## src/hdl/amlg_pkg.sv

```systemverilog
// amlg_pkg: shared types and constants of the angular margin logit block
// no dependencies; imported by every module of the block
package amlg_pkg;

    // margin type register codes
    typedef enum logic [1:0] {
        MARGIN_PLAIN  = 2'd0,
        MARGIN_DOUBLE = 2'd1,
        MARGIN_TRIPLE = 2'd2,
        MARGIN_QUAD   = 2'd3
    } t_margin;

    // configuration register indexes
    localparam int CFG_IDX_W = 2;
    typedef enum logic [CFG_IDX_W-1:0] {
        CFG_MARGIN_TYPE = 2'd0,
        CFG_LAMBDA      = 2'd1,
        CFG_INV_GAIN    = 2'd2,
        CFG_UNUSED      = 2'd3
    } t_cfg_idx;

    localparam int CFG_DATA_W = 32;
    localparam int LAMBDA_W   = 32;
    localparam int INV_W      = 17;
    localparam int INV_FRAC   = 16;
    localparam logic [INV_W-1:0] INV_RESET = 17'h10000;

endpackage

```

## src/hdl/amlg_div.sv

```systemverilog
// amlg_div: one-bit-per-stage restoring divider forming the clamped cosine
// depends on amlg_pkg
module amlg_div import amlg_pkg::*; #(
    parameter int F = 16,
    parameter int W = 32
) (
    input  logic                i_clk,
    input  logic                i_rst_n,
    input  logic                i_valid,
    output logic                o_ready,
    input  logic signed [W-1:0] i_dot,
    input  logic [W-1:0]        i_norm,
    input  logic                i_tgt,
    output logic                o_valid,
    input  logic                i_ready,
    output logic signed [F+1:0] o_cos,
    output logic signed [W-1:0] o_dot,
    output logic [W-1:0]        o_norm,
    output logic                o_tgt
);

    localparam int RW = W + 1;

    logic [F:0]          r_v;
    logic [F:0]          w_adv;
    logic [RW-1:0]       r_rem  [0:F];
    logic [F-1:0]        r_q    [0:F];
    logic signed [W-1:0] r_dot  [0:F];
    logic [W-1:0]        r_norm [0:F];
    logic [F:0]          r_tgt;
    logic [F:0]          r_big;

    logic [W-1:0]        w_mag;
    logic                w_big;
    logic [F:0]          w_cmag;
    logic signed [F+1:0] w_cpos;

    assign w_mag = i_dot[W-1] ? (~i_dot + 1'b1) : i_dot;
    assign w_big = (w_mag >= i_norm);

    // stage advance chain, bubbles collapse
    assign w_adv[F] = !r_v[F] || i_ready;
    for (genvar k = 0; k < F; k++) begin : g_adv
        assign w_adv[k] = !r_v[k] || w_adv[k+1];
    end

    always_ff @(posedge i_clk) begin
        if (!i_rst_n) begin
            r_v[0] <= 1'b0;
        end else if (w_adv[0]) begin
            r_v[0] <= i_valid;
        end
    end

    always_ff @(posedge i_clk) begin
        if (w_adv[0] && i_valid) begin
            r_rem[0]  <= {1'b0, w_mag};
            r_q[0]    <= '0;
            r_dot[0]  <= i_dot;
            r_norm[0] <= i_norm;
            r_tgt[0]  <= i_tgt;
            r_big[0]  <= w_big;
        end
    end

    for (genvar k = 1; k <= F; k++) begin : g_stage
        logic [RW-1:0] w_sh;
        logic          w_ge;
        assign w_sh = {r_rem[k-1][W-1:0], 1'b0};
        assign w_ge = (w_sh >= {1'b0, r_norm[k-1]});

        always_ff @(posedge i_clk) begin
            if (!i_rst_n) begin
                r_v[k] <= 1'b0;
            end else if (w_adv[k]) begin
                r_v[k] <= r_v[k-1];
            end
        end

        always_ff @(posedge i_clk) begin
            if (w_adv[k] && r_v[k-1]) begin
                r_rem[k]  <= w_ge ? (w_sh - {1'b0, r_norm[k-1]}) : w_sh;
                r_q[k]    <= {r_q[k-1][F-2:0], w_ge};
                r_dot[k]  <= r_dot[k-1];
                r_norm[k] <= r_norm[k-1];
                r_tgt[k]  <= r_tgt[k-1];
                r_big[k]  <= r_big[k-1];
            end
        end
    end

    // clamp to one when |dot| >= norm, zero norm gives zero
    assign w_cmag = r_big[F] ? {1'b1, {F{1'b0}}} : {1'b0, r_q[F]};
    assign w_cpos = $signed({1'b0, w_cmag});

    always_comb begin
        if (r_norm[F] == '0) begin
            o_cos = '0;
        end else if (r_dot[F][W-1]) begin
            o_cos = -w_cpos;
        end else begin
            o_cos = w_cpos;
        end
    end

    assign o_ready = w_adv[0];
    assign o_valid = r_v[F];
    assign o_dot   = r_dot[F];
    assign o_norm  = r_norm[F];
    assign o_tgt   = r_tgt[F];

endmodule

```

## config.mk

```make
export PLATFORM = sky130hd
export DESIGN_NAME = amlg_div
export DESIGN_NICKNAME = d
export VERILOG_FILES = /design/src/hdl/amlg_pkg.sv /design/src/hdl/amlg_div.sv
export SDC_FILE = /design/constraint.sdc
export NUM_CORES = 2
export LEC_CHECK = 0
export ABC_CLOCK_PERIOD_IN_PS = 34600
export BUFFER_PORTS_ARGS = -buffer_cell sky130_fd_sc_hd__buf_2
export CORE_MARGIN = 2
export CORE_UTILIZATION = 35
export CTS_CLUSTER_DIAMETER = 40
export DETAILED_ROUTE_END_ITERATION = 12
export PLACE_DENSITY = 0.59
export SLEW_MARGIN = 30
export SYNTH_ARGS = -nofsm -noshare
export SYNTH_HDL_FRONTEND = slang
export SYNTH_SLANG_ARGS = --single-unit
```

## constraint.sdc

```tcl
create_clock -name i_clk -period 34.6 [get_ports i_clk]
set_input_delay 10.38 -clock i_clk [delete_from_list [all_inputs] [get_ports i_clk]]
set_output_delay 10.38 -clock i_clk [all_outputs]
set_load 0.03 [all_outputs]
```

======== Word level (Yosys, flattened, before mapping) ========
Memories as Yosys holds them, arrays and structs flattened.
Index checks and enable logic that the tools add are counted.
cells by class
  add/sub/neg operators ................... 18
  magnitude comparators ................... 17
  mux-type cells .......................... 54
  bitwise operators ....................... 1
  reductions and logical operators ........ 52
operators by type and width
  kind                     count
  $ge A33 B32 Y1           16
  $mux W33                 16
  $sub A33 B32 Y33         16
  $mux W18                 2
  $mux W1                  34
  $add A32 B1 Y32 const B  1
  $ge A32 B32 Y1           1
  $logic_not A32 Y1        1
  $mux W32                 1
  $not A32 Y32             1
  $neg A17 Y18             1
  $logic_and A1 B1 Y1      17
  $logic_not A1 Y1         17
  $logic_or A1 B1 Y1       17
  $mux W17                 1
storage, ports and cells
  register bits after elaboration ......... 51
  bits in writable memories ............... 1,921
  input bits .............................. 69
  output and inout port bits .............. 85
  word-level logic and storage cells ...... 197
  memories kept ........................... 4
memory list
  memory  words  width  read ports  clocked after Yosys merged registers in  wr ports  RTL line        text
  r_rem   17     33     16          0                                        17        amlg_div.sv:26  logic [RW-1:0] r_rem [0:F];
  r_dot   17     32     17          0                                        17        amlg_div.sv:28  logic signed [W-1:0] r_dot [0:F];
  r_norm  17     32     17          0                                        17        amlg_div.sv:29  logic [W-1:0] r_norm [0:F];
  r_q     17     16     17          0                                        17        amlg_div.sv:27  logic [F-1:0] r_q [0:F];

======== Longest topological paths before layout ========
  depth in word-level cells ............... 21
  depth in mapped cells ................... 19
  mapped depth without buffers ............ 19

======== Least setup slack after synthesis ========
No wires, ideal clock.
  kind .................................... input to output
  from .................................... in i_ready
  to ...................................... out o_ready
  arrival ................................. 11.888 ns
  data required time ...................... 24.220 ns
  setup slack ............................. 12.332 ns
  stages .................................. 7
  path buffers ............................ 1
  cell sequence ........................... nor2b_1 -> and3_1 -> and3_1 -> and2_1 -> and3_1 -> clkbuf_1 -> nand4_1
between the ends
  word-level cells in the longest chain between the ends .. 17
ends and longest elaborated chain
  what                              RTL line        text
  from (decl)                       amlg_div.sv:15  input logic i_ready,
  $logic_or A1 B1 Y1                amlg_div.sv:42  assign w_adv[F] = !r_v[F] || i_ready;
  $logic_or A1 B1 Y1 (16 in a row)  amlg_div.sv:44  assign w_adv[k] = !r_v[k] || w_adv[k+1];
  to (decl)                         amlg_div.sv:10  output logic o_ready,
No other way between the ends.

======== Worst setup path in the final report ========
Ends and elaborated chain as after synthesis.

==> impl_metrics.tcl <==
set metrics [dict create \
    post_dp_cell_area_mm2 0.09139 \
    grt_first_pass_wirelength_um 295400 \
    initial_core_util 0.3508 \
    setup.worst_path.start "i_ready" \
    p_leak_nw 37.30 \
    async_reset_ff_frac 0 \
    clock_latency_ns 0.86 \
    r2r_start "r_rem[0][232]" \
    synth_fp_nets 7471 \
    p_clk_frac 0.471 \
    switching_share 0.2293 \
    antenna_found_initial 8 \
    synthCells 6842 \
    coreArea_mm2 0.2480 \
    dp.cells 10172 \
    die_area_mm2 0.2525 \
    critPathLaunchType "primary input" \
    first_global_vias 52762 \
    fin_area_mm2 0.09963 \
    crit_chain "buf_2, nor2b_1, and3_1, and3_1, and2_1, and3_1, nand4_1, buf_2" \
    outcome "complete, no violations" \
    setup_viol 0 \
    cts_max_level 4 \
    die_w_um 502.5 \
    totalWireLength_um 189800 \
    yosys_warnings 0 \
    cts.sinks 1786 \
    arrival_ns 12.80 \
    synth_edf_count 1769 \
    cp_common_cell "and3_1" \
    track_usage 0.1483 \
    power_frac_comb 0.060 \
    r2r-end "r_rem[0][268]" \
    r2r_slack_ns 29.53 \
    holdBufCountCts 0 \
    tightest_slew_ns 0.9756 \
    setup_ws_ns 11.42 \
    num_rows 183 \
    cts_resized 0 \
    r2r_cells 11 \
    peakVddDrop_uv 44.22 \
    synth-seq-cells 1786 \
    p_switching_mw 1.193 \
    hold_violations 0 \
    path_delay_family "simple AND/OR/NAND/NOR gates" \
    criticalPathCategory "in2out" \
    hp-class "reg2reg" \
    io_buffer_count 153 \
    power.density_mw_per_mm2 52.21 \
    cap_violations 0 \
    path_buf_inv 2 \
    gp_congestion 0.9101 \
    antenna_left 0 \
    pre_cts_ws_ns 11.43 \
    gr-total-overflow 0 \
    critPathMaxFanout 7 \
    first_pass_iters 6 \
    fin_crit_ns 23.18 \
    maxSlewViolCount 0 \
    via_per_inst 4.912 \
    syn_area_per_cell_um2 12.71 \
    num_vias 52157 \
    drive_gt1_frac 0.1190 \
    fmax_ghz 0.04314 \
    fin_crit_sh 0.6700 \
    nets 7707 \
    die_h_um 502.5 \
    remaining_drc_errors 0 \
    holdPathStages 0 \
    critPathCaptureType "primary output" \
    hpwl_um 145100 \
    cp_slowest_stage_delay_ns 0.51 \
    rsz0062_at_grt "false" \
    grt_max_degree 77 \
    ctsLongestPathBuffers 3 \
    skew_ns 0.06704 \
    ys_types 94 \
    post_cts_buffers 0 \
    clkTransAtPathRegs_ns 0.06 \
    hold_end "r_q[13][2]" \
    yosysSeqAreaShare 0.6146 \
    required_ns 24.22 \
    fin_tns_setup_ns 0 \
    synth_ff_type "edfxtp_1" \
    root_buffer "clkbuf_16" \
    synth_area_mm2 0.08698 \
    hp-start "r_q[12][1]" \
    drt_iter0_markers 3272 \
    ios 154 \
    cts_tree "built" \
    fin_cells 10619 \
    slew_headroom 0.3411 \
    fillCellCount 22906 \
    cts_made_buffers 231 \
    areaGrowthSynthToFinish_pct 14.55 \
    p_int_mw 4.009 \
    pwr-share-seq 0.470 \
    critical_path.slowest_cell "and3_1" \
    avgRoutedWirePerCell_um 17.87 \
]
==> flip-flops by register name, indices dropped and copies added, names as in the netlist <==
name / count
r_q: 136
r_norm: 544
r_v: 16
r_dot: 544
o_tgt: 1
r_tgt: 16
r_big: 17
r_rem: 511
o_valid: 1
==> power by group through the flow <==
stage                     Clock (mW)  Combinational (mW)  Sequential (mW)
after floorplan                    0               0.237             2.47
after global placement             0               0.302             2.49
after detailed placement           0               0.308             2.49
after CTS                       2.51               0.310             2.44
after global routing            2.60               0.346             2.45
final                           2.45               0.310             2.44
==> worst max path at each step <==
stage	cells past startpoint	endpoint
floorplan	7	o_ready
global placement	8	o_ready
detailed placement	8	o_ready
CTS	8	o_ready
global route	8	o_ready
finish	8	o_ready
==> cells in the final DEF (no fill, tap or decap), types with 21 or more instances in the layout <==
| cell type | netlist | routed |
|---|---|---|
| xor2_1 | 153 | 153 |
| xnor2_1 | 277 | 277 |
| nand2b_1 | 88 | 87 |
| clkbuf_16 | 0 | 231 |
| inv_6 | 0 | 31 |
| a211oi_1 | 44 | 43 |
| clkbuf_1 | 91 | 27 |
| o21a_1 | 90 | 90 |
| inv_1 | 659 | 659 |
| nor3_1 | 68 | 68 |
| nor2b_1 | 116 | 106 |
| o21ai_0 | 364 | 364 |
| mux2_2 | 162 | 162 |
| buf_2 | 26 | 153 |
| clkinv_2 | 0 | 28 |
| buf_4 | 73 | 48 |
| bufinv_16 | 0 | 26 |
| a21boi_0 | 29 | 24 |
| nor2_1 | 405 | 405 |
| nand2_1 | 387 | 387 |
| or3_1 | 21 | 21 |
| o21bai_1 | 47 | 47 |
| clkinv_4 | 0 | 22 |
| and2_1 | 35 | 34 |
| a21oi_1 | 499 | 498 |
| inv_8 | 0 | 22 |
| nand3_1 | 98 | 98 |
| mux2_4 | 27 | 27 |
| edfxtp_1 | 1769 | 1769 |
| a31oi_1 | 49 | 48 |
| nor4_1 | 31 | 31 |
| a21o_1 | 181 | 181 |
| ha_1 | 545 | 545 |
| and3_1 | 42 | 42 |
| o31ai_1 | 49 | 49 |
| nand4_1 | 94 | 94 |
==> worst register-to-register path, cell delays in order, from the launching register on <==
cell	delay, ns
edfxtp_1	0.39
ha_1	0.43
nand2_1	0.09
o21ai_0	0.30
o2111ai_1	0.23
o31ai_1	0.71
a21boi_0	0.52
o21ai_1	0.42
a311oi_1	0.25
o221ai_4	0.57
buf_4	0.48
mux2_2	0.42
==> metal layers <==
layer  track usage  routed length [um]  share of wire  up-vias
met5             0                  35        0.00018        -
met4       0.07225                9399          0.050        6
met3       0.02228                5996          0.032      451
met2        0.2659               96030           0.51      989
met1        0.1723               78320           0.41    25057
li1              -                   -              -    25654
==> through the flow <==
step	total power [mW]	util	hold slack [ns]
6_report	5.202	0.4018	0.4076
5_1_grt	5.390	0.4018	0.4190
4_1_cts	5.266	0.4015	0.3992
3_5_place_dp	2.797	0.3686	0.4045
3_3_place_gp	2.792	0.3685	0.4007
2_1_floorplan	2.709	-	0.4003
==> cells by family (layout without fill, tap and decap cells) <==
| family | after synthesis | in the layout | share of synthesized area |
|---|---|---|---|
| compound gates | 1555 | 1555 | 0.1119 |
| xor+xnor | 430 | 430 | 0.04330 |
| fa+ha+maj | 560 | 560 | 0.08185 |
| buf+inv | 861 | 1305 | 0.04114 |
| flops | 1786 | 1786 | 0.6146 |
| mux | 198 | 198 | 0.02671 |
| other cells | 0 | 3 | 0 |
| simple gates | 1452 | 1452 | 0.08051 |
==> layout make-up <==
type	instances	area, um^2	share of cell area
flip-flops and latches	1786	53460	0.5366
multi-input cells	4195	30160	0.3027
inverters	659	2474	0.02483
diodes	3	7.507	0.00007535
repair buffers	205	1207	0.01212
well taps	3330	4167	0.04182
clock buffers	258	5882	0.05903
clock inverters	183	2280	0.02288
==> cells in the mapped netlist (19+ instances only) <==
library cell | n | area [um^2]
ha_1 | 545 | 6819
nor2_1 | 405 | 1520
and2_1 | 35 | 219.0
xor2_1 | 153 | 1340
xnor2_1 | 277 | 2426
a211oi_1 | 44 | 330.3
nor4_1 | 31 | 193.9
edfxtp_1 | 1769 | 53120
or3_1 | 21 | 131.4
mux2_2 | 162 | 1824
nor2b_1 | 116 | 725.7
nand4_1 | 94 | 588.1
nand3_1 | 98 | 490.5
o31ai_1 | 49 | 367.9
clkbuf_1 | 91 | 341.6
a21oi_1 | 499 | 2497
buf_2 | 26 | 130.1
inv_1 | 659 | 2474
a21boi_0 | 29 | 217.7
a31oi_1 | 49 | 306.5
o21bai_1 | 47 | 352.8
o41ai_1 | 19 | 166.4
and3_1 | 42 | 262.8
buf_4 | 73 | 548.0
nand2_1 | 387 | 1453
nand2b_1 | 88 | 550.5
a21o_1 | 181 | 1359
nor3_1 | 68 | 340.3
o21a_1 | 90 | 675.7
o21ai_0 | 364 | 1822
mux2_4 | 27 | 405.4
Note: power is estimated with default switching activity, not from simulation.
