**src/hdl/amlg_pkg.sv**
```systemverilog
// amlg_pkg: shared types and constants of the angular margin logit block
// no dependencies; imported by every module of the block
package amlg_pkg;

    // margin type register codes
    typedef enum logic [1:0] {
        MARGIN_PLAIN  = 2'd0,
        MARGIN_DOUBLE = 2'd1,
        MARGIN_TRIPLE = 2'd2,
        MARGIN_QUAD   = 2'd3
    } t_margin;

    // configuration register indexes
    localparam int CFG_IDX_W = 2;
    typedef enum logic [CFG_IDX_W-1:0] {
        CFG_MARGIN_TYPE = 2'd0,
        CFG_LAMBDA      = 2'd1,
        CFG_INV_GAIN    = 2'd2,
        CFG_UNUSED      = 2'd3
    } t_cfg_idx;

    localparam int CFG_DATA_W = 32;
    localparam int LAMBDA_W   = 32;
    localparam int INV_W      = 17;
    localparam int INV_FRAC   = 16;
    localparam logic [INV_W-1:0] INV_RESET = 17'h10000;

endpackage

```
**src/hdl/amlg_psi.sv**
```systemverilog
// amlg_psi: powers of the cosine and the piecewise margin function psi
// depends on amlg_pkg
module amlg_psi import amlg_pkg::*; #(
    parameter int F = 16,
    parameter int W = 32
) (
    input  logic                 i_clk,
    input  logic                 i_rst_n,
    input  t_margin              i_margin,
    input  logic                 i_valid,
    output logic                 o_ready,
    input  logic signed [F+1:0]  i_cos,
    input  logic signed [W-1:0]  i_dot,
    input  logic [W-1:0]         i_norm,
    input  logic                 i_tgt,
    output logic                 o_valid,
    input  logic                 i_ready,
    output logic signed [F+5:0]  o_psi,
    output logic signed [W-1:0]  o_dot,
    output logic [W-1:0]         o_norm,
    output logic                 o_tgt
);

    localparam int CW = F + 2;
    localparam int PW = F + 6;
    localparam logic signed [PW-1:0] ONE = {{(PW-F-1){1'b0}}, 1'b1, {F{1'b0}}};

    function automatic logic signed [3:0] f_sign(input logic signed [PW-1:0] x);
        if (x > 0) begin
            return 4'sd1;
        end else if (x < 0) begin
            return -4'sd1;
        end else begin
            return 4'sd0;
        end
    endfunction

    function automatic logic signed [PW-1:0] f_apply(input logic signed [3:0] s,
                                                     input logic signed [PW-1:0] x);
        if (s == 4'sd1) begin
            return x;
        end else if (s == -4'sd1) begin
            return -x;
        end else begin
            return '0;
        end
    endfunction

    logic [2:0] r_v;
    logic [2:0] w_adv;

    // stage a: cos and c2
    logic signed [CW-1:0]   r_cos_a;
    logic [F:0]             r_c2_a;
    logic signed [W-1:0]    r_dot_a, r_dot_b;
    logic [W-1:0]           r_norm_a, r_norm_b;
    logic                   r_tgt_a, r_tgt_b;
    logic signed [2*CW-1:0] w_sq;

    // stage b: c3 and c4
    logic signed [CW-1:0]   r_cos_b;
    logic [F:0]             r_c2_b;
    logic signed [CW-1:0]   r_c3_b;
    logic [F:0]             r_c4_b;
    logic signed [2*CW-1:0] w_p3;
    logic signed [2*CW-1:0] w_p3s;
    logic [2*F+1:0]         w_p4;

    // stage c: psi
    logic signed [PW-1:0] r_psi;
    logic signed [W-1:0]  r_dot_c;
    logic [W-1:0]         r_norm_c;
    logic                 r_tgt_c;

    logic signed [PW-1:0] e_cos, e_c2, e_c3, e_c4, e_ac;
    logic signed [3:0]    s0, s1, s2, s3, s4;
    logic signed [PW-1:0] psi_d, psi_t, psi_q, n_psi;

    assign w_adv[2] = !r_v[2] || i_ready;
    assign w_adv[1] = !r_v[1] || w_adv[2];
    assign w_adv[0] = !r_v[0] || w_adv[1];

    always_ff @(posedge i_clk) begin
        if (!i_rst_n) begin
            r_v <= '0;
        end else begin
            if (w_adv[0]) begin
                r_v[0] <= i_valid;
            end
            if (w_adv[1]) begin
                r_v[1] <= r_v[0];
            end
            if (w_adv[2]) begin
                r_v[2] <= r_v[1];
            end
        end
    end

    assign w_sq  = i_cos * i_cos;
    assign w_p3  = $signed({1'b0, r_c2_a}) * r_cos_a;
    assign w_p3s = w_p3 >>> F;
    assign w_p4  = r_c2_a * r_c2_a;

    always_ff @(posedge i_clk) begin
        if (w_adv[0] && i_valid) begin
            r_cos_a  <= i_cos;
            r_c2_a   <= w_sq[2*F:F];
            r_dot_a  <= i_dot;
            r_norm_a <= i_norm;
            r_tgt_a  <= i_tgt;
        end
        if (w_adv[1] && r_v[0]) begin
            r_cos_b  <= r_cos_a;
            r_c2_b   <= r_c2_a;
            r_c3_b   <= w_p3s[CW-1:0];
            r_c4_b   <= w_p4[2*F:F];
            r_dot_b  <= r_dot_a;
            r_norm_b <= r_norm_a;
            r_tgt_b  <= r_tgt_a;
        end
        if (w_adv[2] && r_v[1]) begin
            r_psi    <= n_psi;
            r_dot_c  <= r_dot_b;
            r_norm_c <= r_norm_b;
            r_tgt_c  <= r_tgt_b;
        end
    end

    always_comb begin
        e_cos = PW'(r_cos_b);
        e_c2  = $signed({{(PW-F-1){1'b0}}, r_c2_b});
        e_c3  = PW'(r_c3_b);
        e_c4  = $signed({{(PW-F-1){1'b0}}, r_c4_b});
        e_ac  = (e_cos < 0) ? -e_cos : e_cos;

        s0 = f_sign(e_cos);
        // triple margin sectors
        s1 = f_sign(e_ac - (ONE >>> 1));
        s2 = s0 * (4'sd1 + s1) - 4'sd2;
        // quadruple margin sectors
        s3 = s0 * f_sign((e_c2 <<< 1) - ONE);
        s4 = (s0 <<< 1) + s3 - 4'sd3;

        psi_d = (f_apply(s0, e_c2) <<< 1) - ONE;
        psi_t = f_apply(s1, (e_c3 <<< 2) - ((e_cos <<< 1) + e_cos)) + (PW'(s2) <<< F);
        psi_q = f_apply(s3, (e_c4 <<< 3) - (e_c2 <<< 3) + ONE) + (PW'(s4) <<< F);

        unique case (i_margin)
            MARGIN_DOUBLE: n_psi = psi_d;
            MARGIN_TRIPLE: n_psi = psi_t;
            MARGIN_QUAD:   n_psi = psi_q;
            default:       n_psi = e_cos;
        endcase
    end

    assign o_ready = w_adv[0];
    assign o_valid = r_v[2];
    assign o_psi   = r_psi;
    assign o_dot   = r_dot_c;
    assign o_norm  = r_norm_c;
    assign o_tgt   = r_tgt_c;

endmodule

```
**config.mk**
```make
export PLATFORM = sky130hd
export DESIGN_NAME = amlg_psi
export DESIGN_NICKNAME = d
export VERILOG_FILES = /design/src/hdl/amlg_pkg.sv /design/src/hdl/amlg_psi.sv
export SDC_FILE = /design/constraint.sdc
export NUM_CORES = 2
export LEC_CHECK = 0
export BUFFER_PORTS_ARGS = -buffer_cell sky130_fd_sc_hd__buf_2
export CAP_MARGIN = 10
export CORE_UTILIZATION = 30
export CTS_BUF_LIST = sky130_fd_sc_hd__clkbuf_8
export DETAILED_ROUTE_END_ITERATION = 16
export SLEW_MARGIN = 20
export SYNTH_ARGS = -nofsm -noshare
export SYNTH_HDL_FRONTEND = slang
export SYNTH_SLANG_ARGS = --single-unit
```
**constraint.sdc**
```tcl
create_clock -name i_clk -period 22.1 [get_ports i_clk]
set_clock_uncertainty 0.1 [all_clocks]
set_input_delay 1.105 -clock i_clk [delete_from_list [all_inputs] [get_ports i_clk]]
set_output_delay 1.105 -clock i_clk [all_outputs]
set_load 0.03 [all_outputs]
```
# Word level (Yosys, flattened, before mapping)
# Index checks and enable logic that the tools add are counted.
# word_totals
register_bits	325
output_inout_bits	89
# op_classes
n_addsub	17
mul	5
n_lt_le_gt_ge	6
eq_ne	9
muxes	14
n_reduce_logical	9
# op_table
cell	count
two-way mux 22 bit	5
case mux 22 bit (3 select lines)	1
adder 22 x 20 -> 22 bit	2
two-way mux 21 bit	2
subtractor 20 x 20 -> 21 bit	2
multiplier 18 x 18 -> 34 bit	1
multiplier 17 x 17 -> 33 bit	1
multiplier 18 x 18 -> 33 bit	1
two-way mux 4 bit	6
adder 21 x 18 -> 22 bit, second input constant	1
greater-than comparator 22 x 1 -> 1 bit, second input constant	1
< comparator 22 x 1 -> 1 bit, second input constant	1
negation 18 -> 22 bit	1
negation 21 -> 22 bit	1
negation 22 bit	1
subtractor 22 x 17 -> 22 bit, second input constant	1
subtractor 22 x 18 -> 22 bit, second input constant	1
negation 17 -> 21 bit	1
adder 19 x 18 -> 20 bit	1
greater-than comparator 19 x 1 -> 1 bit, second input constant	1
< comparator 19 x 1 -> 1 bit, second input constant	1
subtractor 18 x 17 -> 19 bit, second input constant	1
greater-than comparator 18 x 1 -> 1 bit, second input constant	1
< comparator 18 x 1 -> 1 bit, second input constant	1
11 further kinds	24

# Depth between registers and ports, before layout
# depth
depth_word	11
depth_mapped	28
ltp_nobuf	25

# Worst setup path before layout
# No wires, ideal clock.
# synth_timing
path_type	input-to-reg
startpoint	input port i_ready
endpoint	register r_c2_b[0] (enable)
setup_ns	0.836
t_arrival_ns	10.948
setup_slack_ns	10.217
path_stages	2
n_path_buf	0
path_cell_list	nor2b_1 > a21boi_0
# synth_via
elab_chain_len	3
# synth_lines
item	line	text
start: declaration	amlg_psi.sv:17	input logic i_ready,
logical OR 1 bit	amlg_psi.sv:79	assign w_adv[2] = !r_v[2] || i_ready;
logical OR 1 bit	amlg_psi.sv:80	assign w_adv[1] = !r_v[1] || w_adv[2];
logical AND 1 bit	amlg_psi.sv:112	if (w_adv[1] && r_v[0]) begin
end signal: assignment	amlg_psi.sv:114	r_c2_b <= r_c2_a;
end: declaration	amlg_psi.sv:62	logic [F:0] r_c2_b;
# Every way passes these cells.
# A chain may end at the register's enable or synchronous reset.

# Worst setup path after layout
# layout_timing
startpoint	register r_cos_a[6]
endpoint	register r_c3_b[17], data pin
# layout_via
elab_chain_len	1
# layout_lines
item	line	text
start: declaration	amlg_psi.sv:53	logic signed [CW-1:0] r_cos_a;
start signal: assignment	amlg_psi.sv:106	r_cos_a <= i_cos;
multiplier 18 x 18 -> 34 bit	amlg_psi.sv:100	assign w_p3 = $signed({1'b0, r_c2_a}) * r_cos_a;
net w_p3[33]	amlg_psi.sv:65	logic signed [2*CW-1:0] w_p3;
end signal: assignment	amlg_psi.sv:115	r_c3_b <= w_p3s[CW-1:0];
end: declaration	amlg_psi.sv:63	logic signed [CW-1:0] r_c3_b;
# The timed path passes the listed nets, and every way through them passes these cells.

==> impl_metrics.yaml <==
outcome:
  outcome: "finished, final reports clean"
finish:
  final_area_sq_mm: 0.04644
  nFillCells: 14320
  final_common_cell: "inv_1"
  area_growth_syn_to_layout_pct: 9.963
  layout_common_cells: "inv_1, fa_1, nand2_1"
  final_nets: 5437
  drive_gt1_share_pct: 7.714
  fin_cells: 6158
clock_tree:
  post_cts_buffers: 0
  cts_resized: 0
  cts_buffers: 56
  clock_path_buffers: 3
  cts_root_buf: "clkbuf_8"
  clock_latency_ns: 0.71
  clkSlewWorstSetupHoldPaths_ns: 0.06
  h-tree-depth: 2
  cts_tree: "done"
  cts_hold_buf: 0
  cts.sinks: 325
floorplan:
  die_w_microns: 377.2
  die_h_microns: 377.2
  die-area_sq_mm: 0.1423
  core_area_sq_mm: 0.1395
  rows: 137
  num_io_pins: 178
  initial_core_util_pct: 30.27
worst_setup_path:
  path_class: "flip-flop to flip-flop"
  rrSetupSlack_ns: 14.42
  cp-end-kind: "flip-flop"
  arrival_ns: 8.03
  ff2ff_path_depth: 20
  cp.required_ns: 22.45
  path_cells: "nand2_1 -> fa_1 -> inv_1 -> fa_1 -> inv_1 -> fa_1 -> fa_1 -> inv_1 -> fa_1 -> fa_1 -> ha_1 -> nand4_1 -> a221o_1 -> a21oi_1 -> o211ai_1 -> o21ai_0 -> a211oi_1 -> o31ai_1 -> a21oi_1 -> xnor2_1"
  slowest_stage: "edfxtp_1"
  slowest_delay_ns: 0.94
  worstSetupStartpointType: "flip-flop"
  crit_path_max_fanout: 18
  cpMostUsedCell: "fa_1"
global_routing:
  grtUsageTotal_pct: 14.10
  antenna_found_initial: 5
  gr-total-overflow: 0
  grt_max_degree: 73
  grt_pass1_wl_microns: 159700
  grt_pass1_vias: 30170
timing:
  setup_viol: 0
  finalHoldViolations: 0
  whs_ns: 0.3007
  setup_tns_ns: 0
  finalCritPeriodShare_pct: 34.76
  drv_slew: 0
  tightest_slew_ns: 1.101
  max_slew_margin_pct: 26.05
  max_freq_mhz: 130.2
  rsz0062_at_grt: "false"
  min_period_ns: 7.682
routing:
  vias: 28000
  drt_wl_total_microns: 98300
  drtPass1Iterations: 6
  dr.first_iter.drc_count: 1620
  wl_per_cell_microns: 15.96
  vias_per_cell: 4.546
  drc: 0
  antenna_left: 0
placement:
  place_congestion: 0.8796
  hpwlAfterDp_microns: 76330
  portBuffers: 177
  dp_cells: 6051
  dpl-instance-area_sq_mm: 0.04525
logic_synthesis:
  async_flop_share_pct: 0
  netlist_area_sq_mm: 0.04223
  synth_edf_count: 322
  synth_top_area_cell: "fa_1"
  syn_nets: 5298
  yosysWarnings: 0
  seq_area_frac_synth_pct: 23.04
  synth_top_area_share_pct: 34.41
  yosys.cell_types.count: 85
  yosys-top-cells-area: "fa_1, edfxtp_1, ha_1, inv_1, nand2_1"
  synth-seq-cells: 325
  yosys_most_used_dff: "edfxtp_1"
  synthCells: 4094
  syn_area_per_cell_sq_um: 10.32
hold_path:
  hold_class: "flip-flop to flip-flop"
  hold_path_depth: 0
job:
  maxCapViolCount: 0
[cell usage after synthesis (all sizes together) (20+ instances only)]
cell type / instances
o21ai: 59
nand2b: 26
inv: 999
a21oi: 90
xnor2: 118
o21a: 24
nor2b: 31
a31oi: 26
clkbuf: 123
ha: 389
or3: 20
edfxtp: 322
nand2: 407
xor2: 50
fa: 726
nor2: 131
nand3: 35
a21o: 33
and2: 230
nor3: 37
[flip-flops by register name, summed over array words and instances, names as in the netlist]
| register | count |
|---|---|
| r_c2_a | 17 |
| r_c3_b | 18 |
| r_v | 3 |
| r_tgt_b | 1 |
| r_dot_b | 32 |
| o_psi | 22 |
| o_norm | 32 |
| r_cos_b | 18 |
| r_c4_b | 17 |
| o_dot | 32 |
| r_norm_a | 32 |
| r_tgt_a | 1 |
| o_tgt | 1 |
| r_dot_a | 32 |
| r_c2_b | 17 |
| r_cos_a | 18 |
| r_norm_b | 32 |
[path summary, 6_finish.rpt]
check                               from                     end
setup / recovery    r_cos_a[6]$_DFFE_PP_    r_c3_b[17]$_DFFE_PP_
hold / removal    r_norm_a[18]$_DFFE_PP_  r_norm_b[18]$_DFFE_PP_
setup reg to reg    r_cos_a[6]$_DFFE_PP_    r_c3_b[17]$_DFFE_PP_
hold reg to reg   r_norm_a[18]$_DFFE_PP_  r_norm_b[18]$_DFFE_PP_
[layer usage]
| metal | vias up | wire length (microns) | GRT usage [%] |
|---|---|---|---|
| met2 | 729 | 45070 | 22.96 |
| met4 | 4 | 2591 | 4.349 |
| met3 | 155 | 5798 | 2.152 |
| met1 | 14110 | 44820 | 19.21 |
| li1 | 13000 | - | - |
| met5 | - | 25 | 0 |
[cell type report]
class / instances / area, sq um / share of cell area, %
clock inverters: 47 / 407.9 / 0.8783
well taps: 1876 / 2347 / 5.054
repair buffers: 209 / 1126 / 2.425
clock buffers: 56 / 770.7 / 1.660
diodes: 4 / 10.01 / 0.02155
multi-input cells: 2642 / 28300 / 60.94
flip-flops and latches: 325 / 9729 / 20.95
inverters: 999 / 3750 / 8.074
[cells by family (layout without fill, tap and decap cells)]
kind of cell    after synthesis  after routing  share of synthesized area (%)
buf+inv                    1127           1311                          10.05
flops                       325            325                          23.04
fa+ha+maj                  1115           1115                          45.94
compound gates              353            353                          5.582
other cells                   0              4                              0
simple gates                994            994                          11.57
xor+xnor                    168            168                          3.502
mux                          12             12                         0.3259
[critical path: cells and delay by family (launching register included)]
family	cells	cell delay (ns)
flip-flops	1	0.94
adder cells (fa/ha/maj)	7	3.33
AO/OA/AOI/OAI	7	2.22
XOR/XNOR	1	0.31
AND/OR/NAND/NOR	2	0.35
buffers and inverters	3	0.15
[metrics by stage]
stage / setup slack (ns) / util [%]
2_1_floorplan: 10.22 / -
3_3_place_gp: 13.85 / 32.43
3_5_place_dp: 13.81 / 32.43
4_1_cts: 14.33 / 33.28
5_1_grt: 13.97 / 33.28
6_report: 14.42 / 33.28
Power is left out: the tool's default activity adds up to more than one toggle a clock period on the data nets, which glitch-free logic cannot reach.
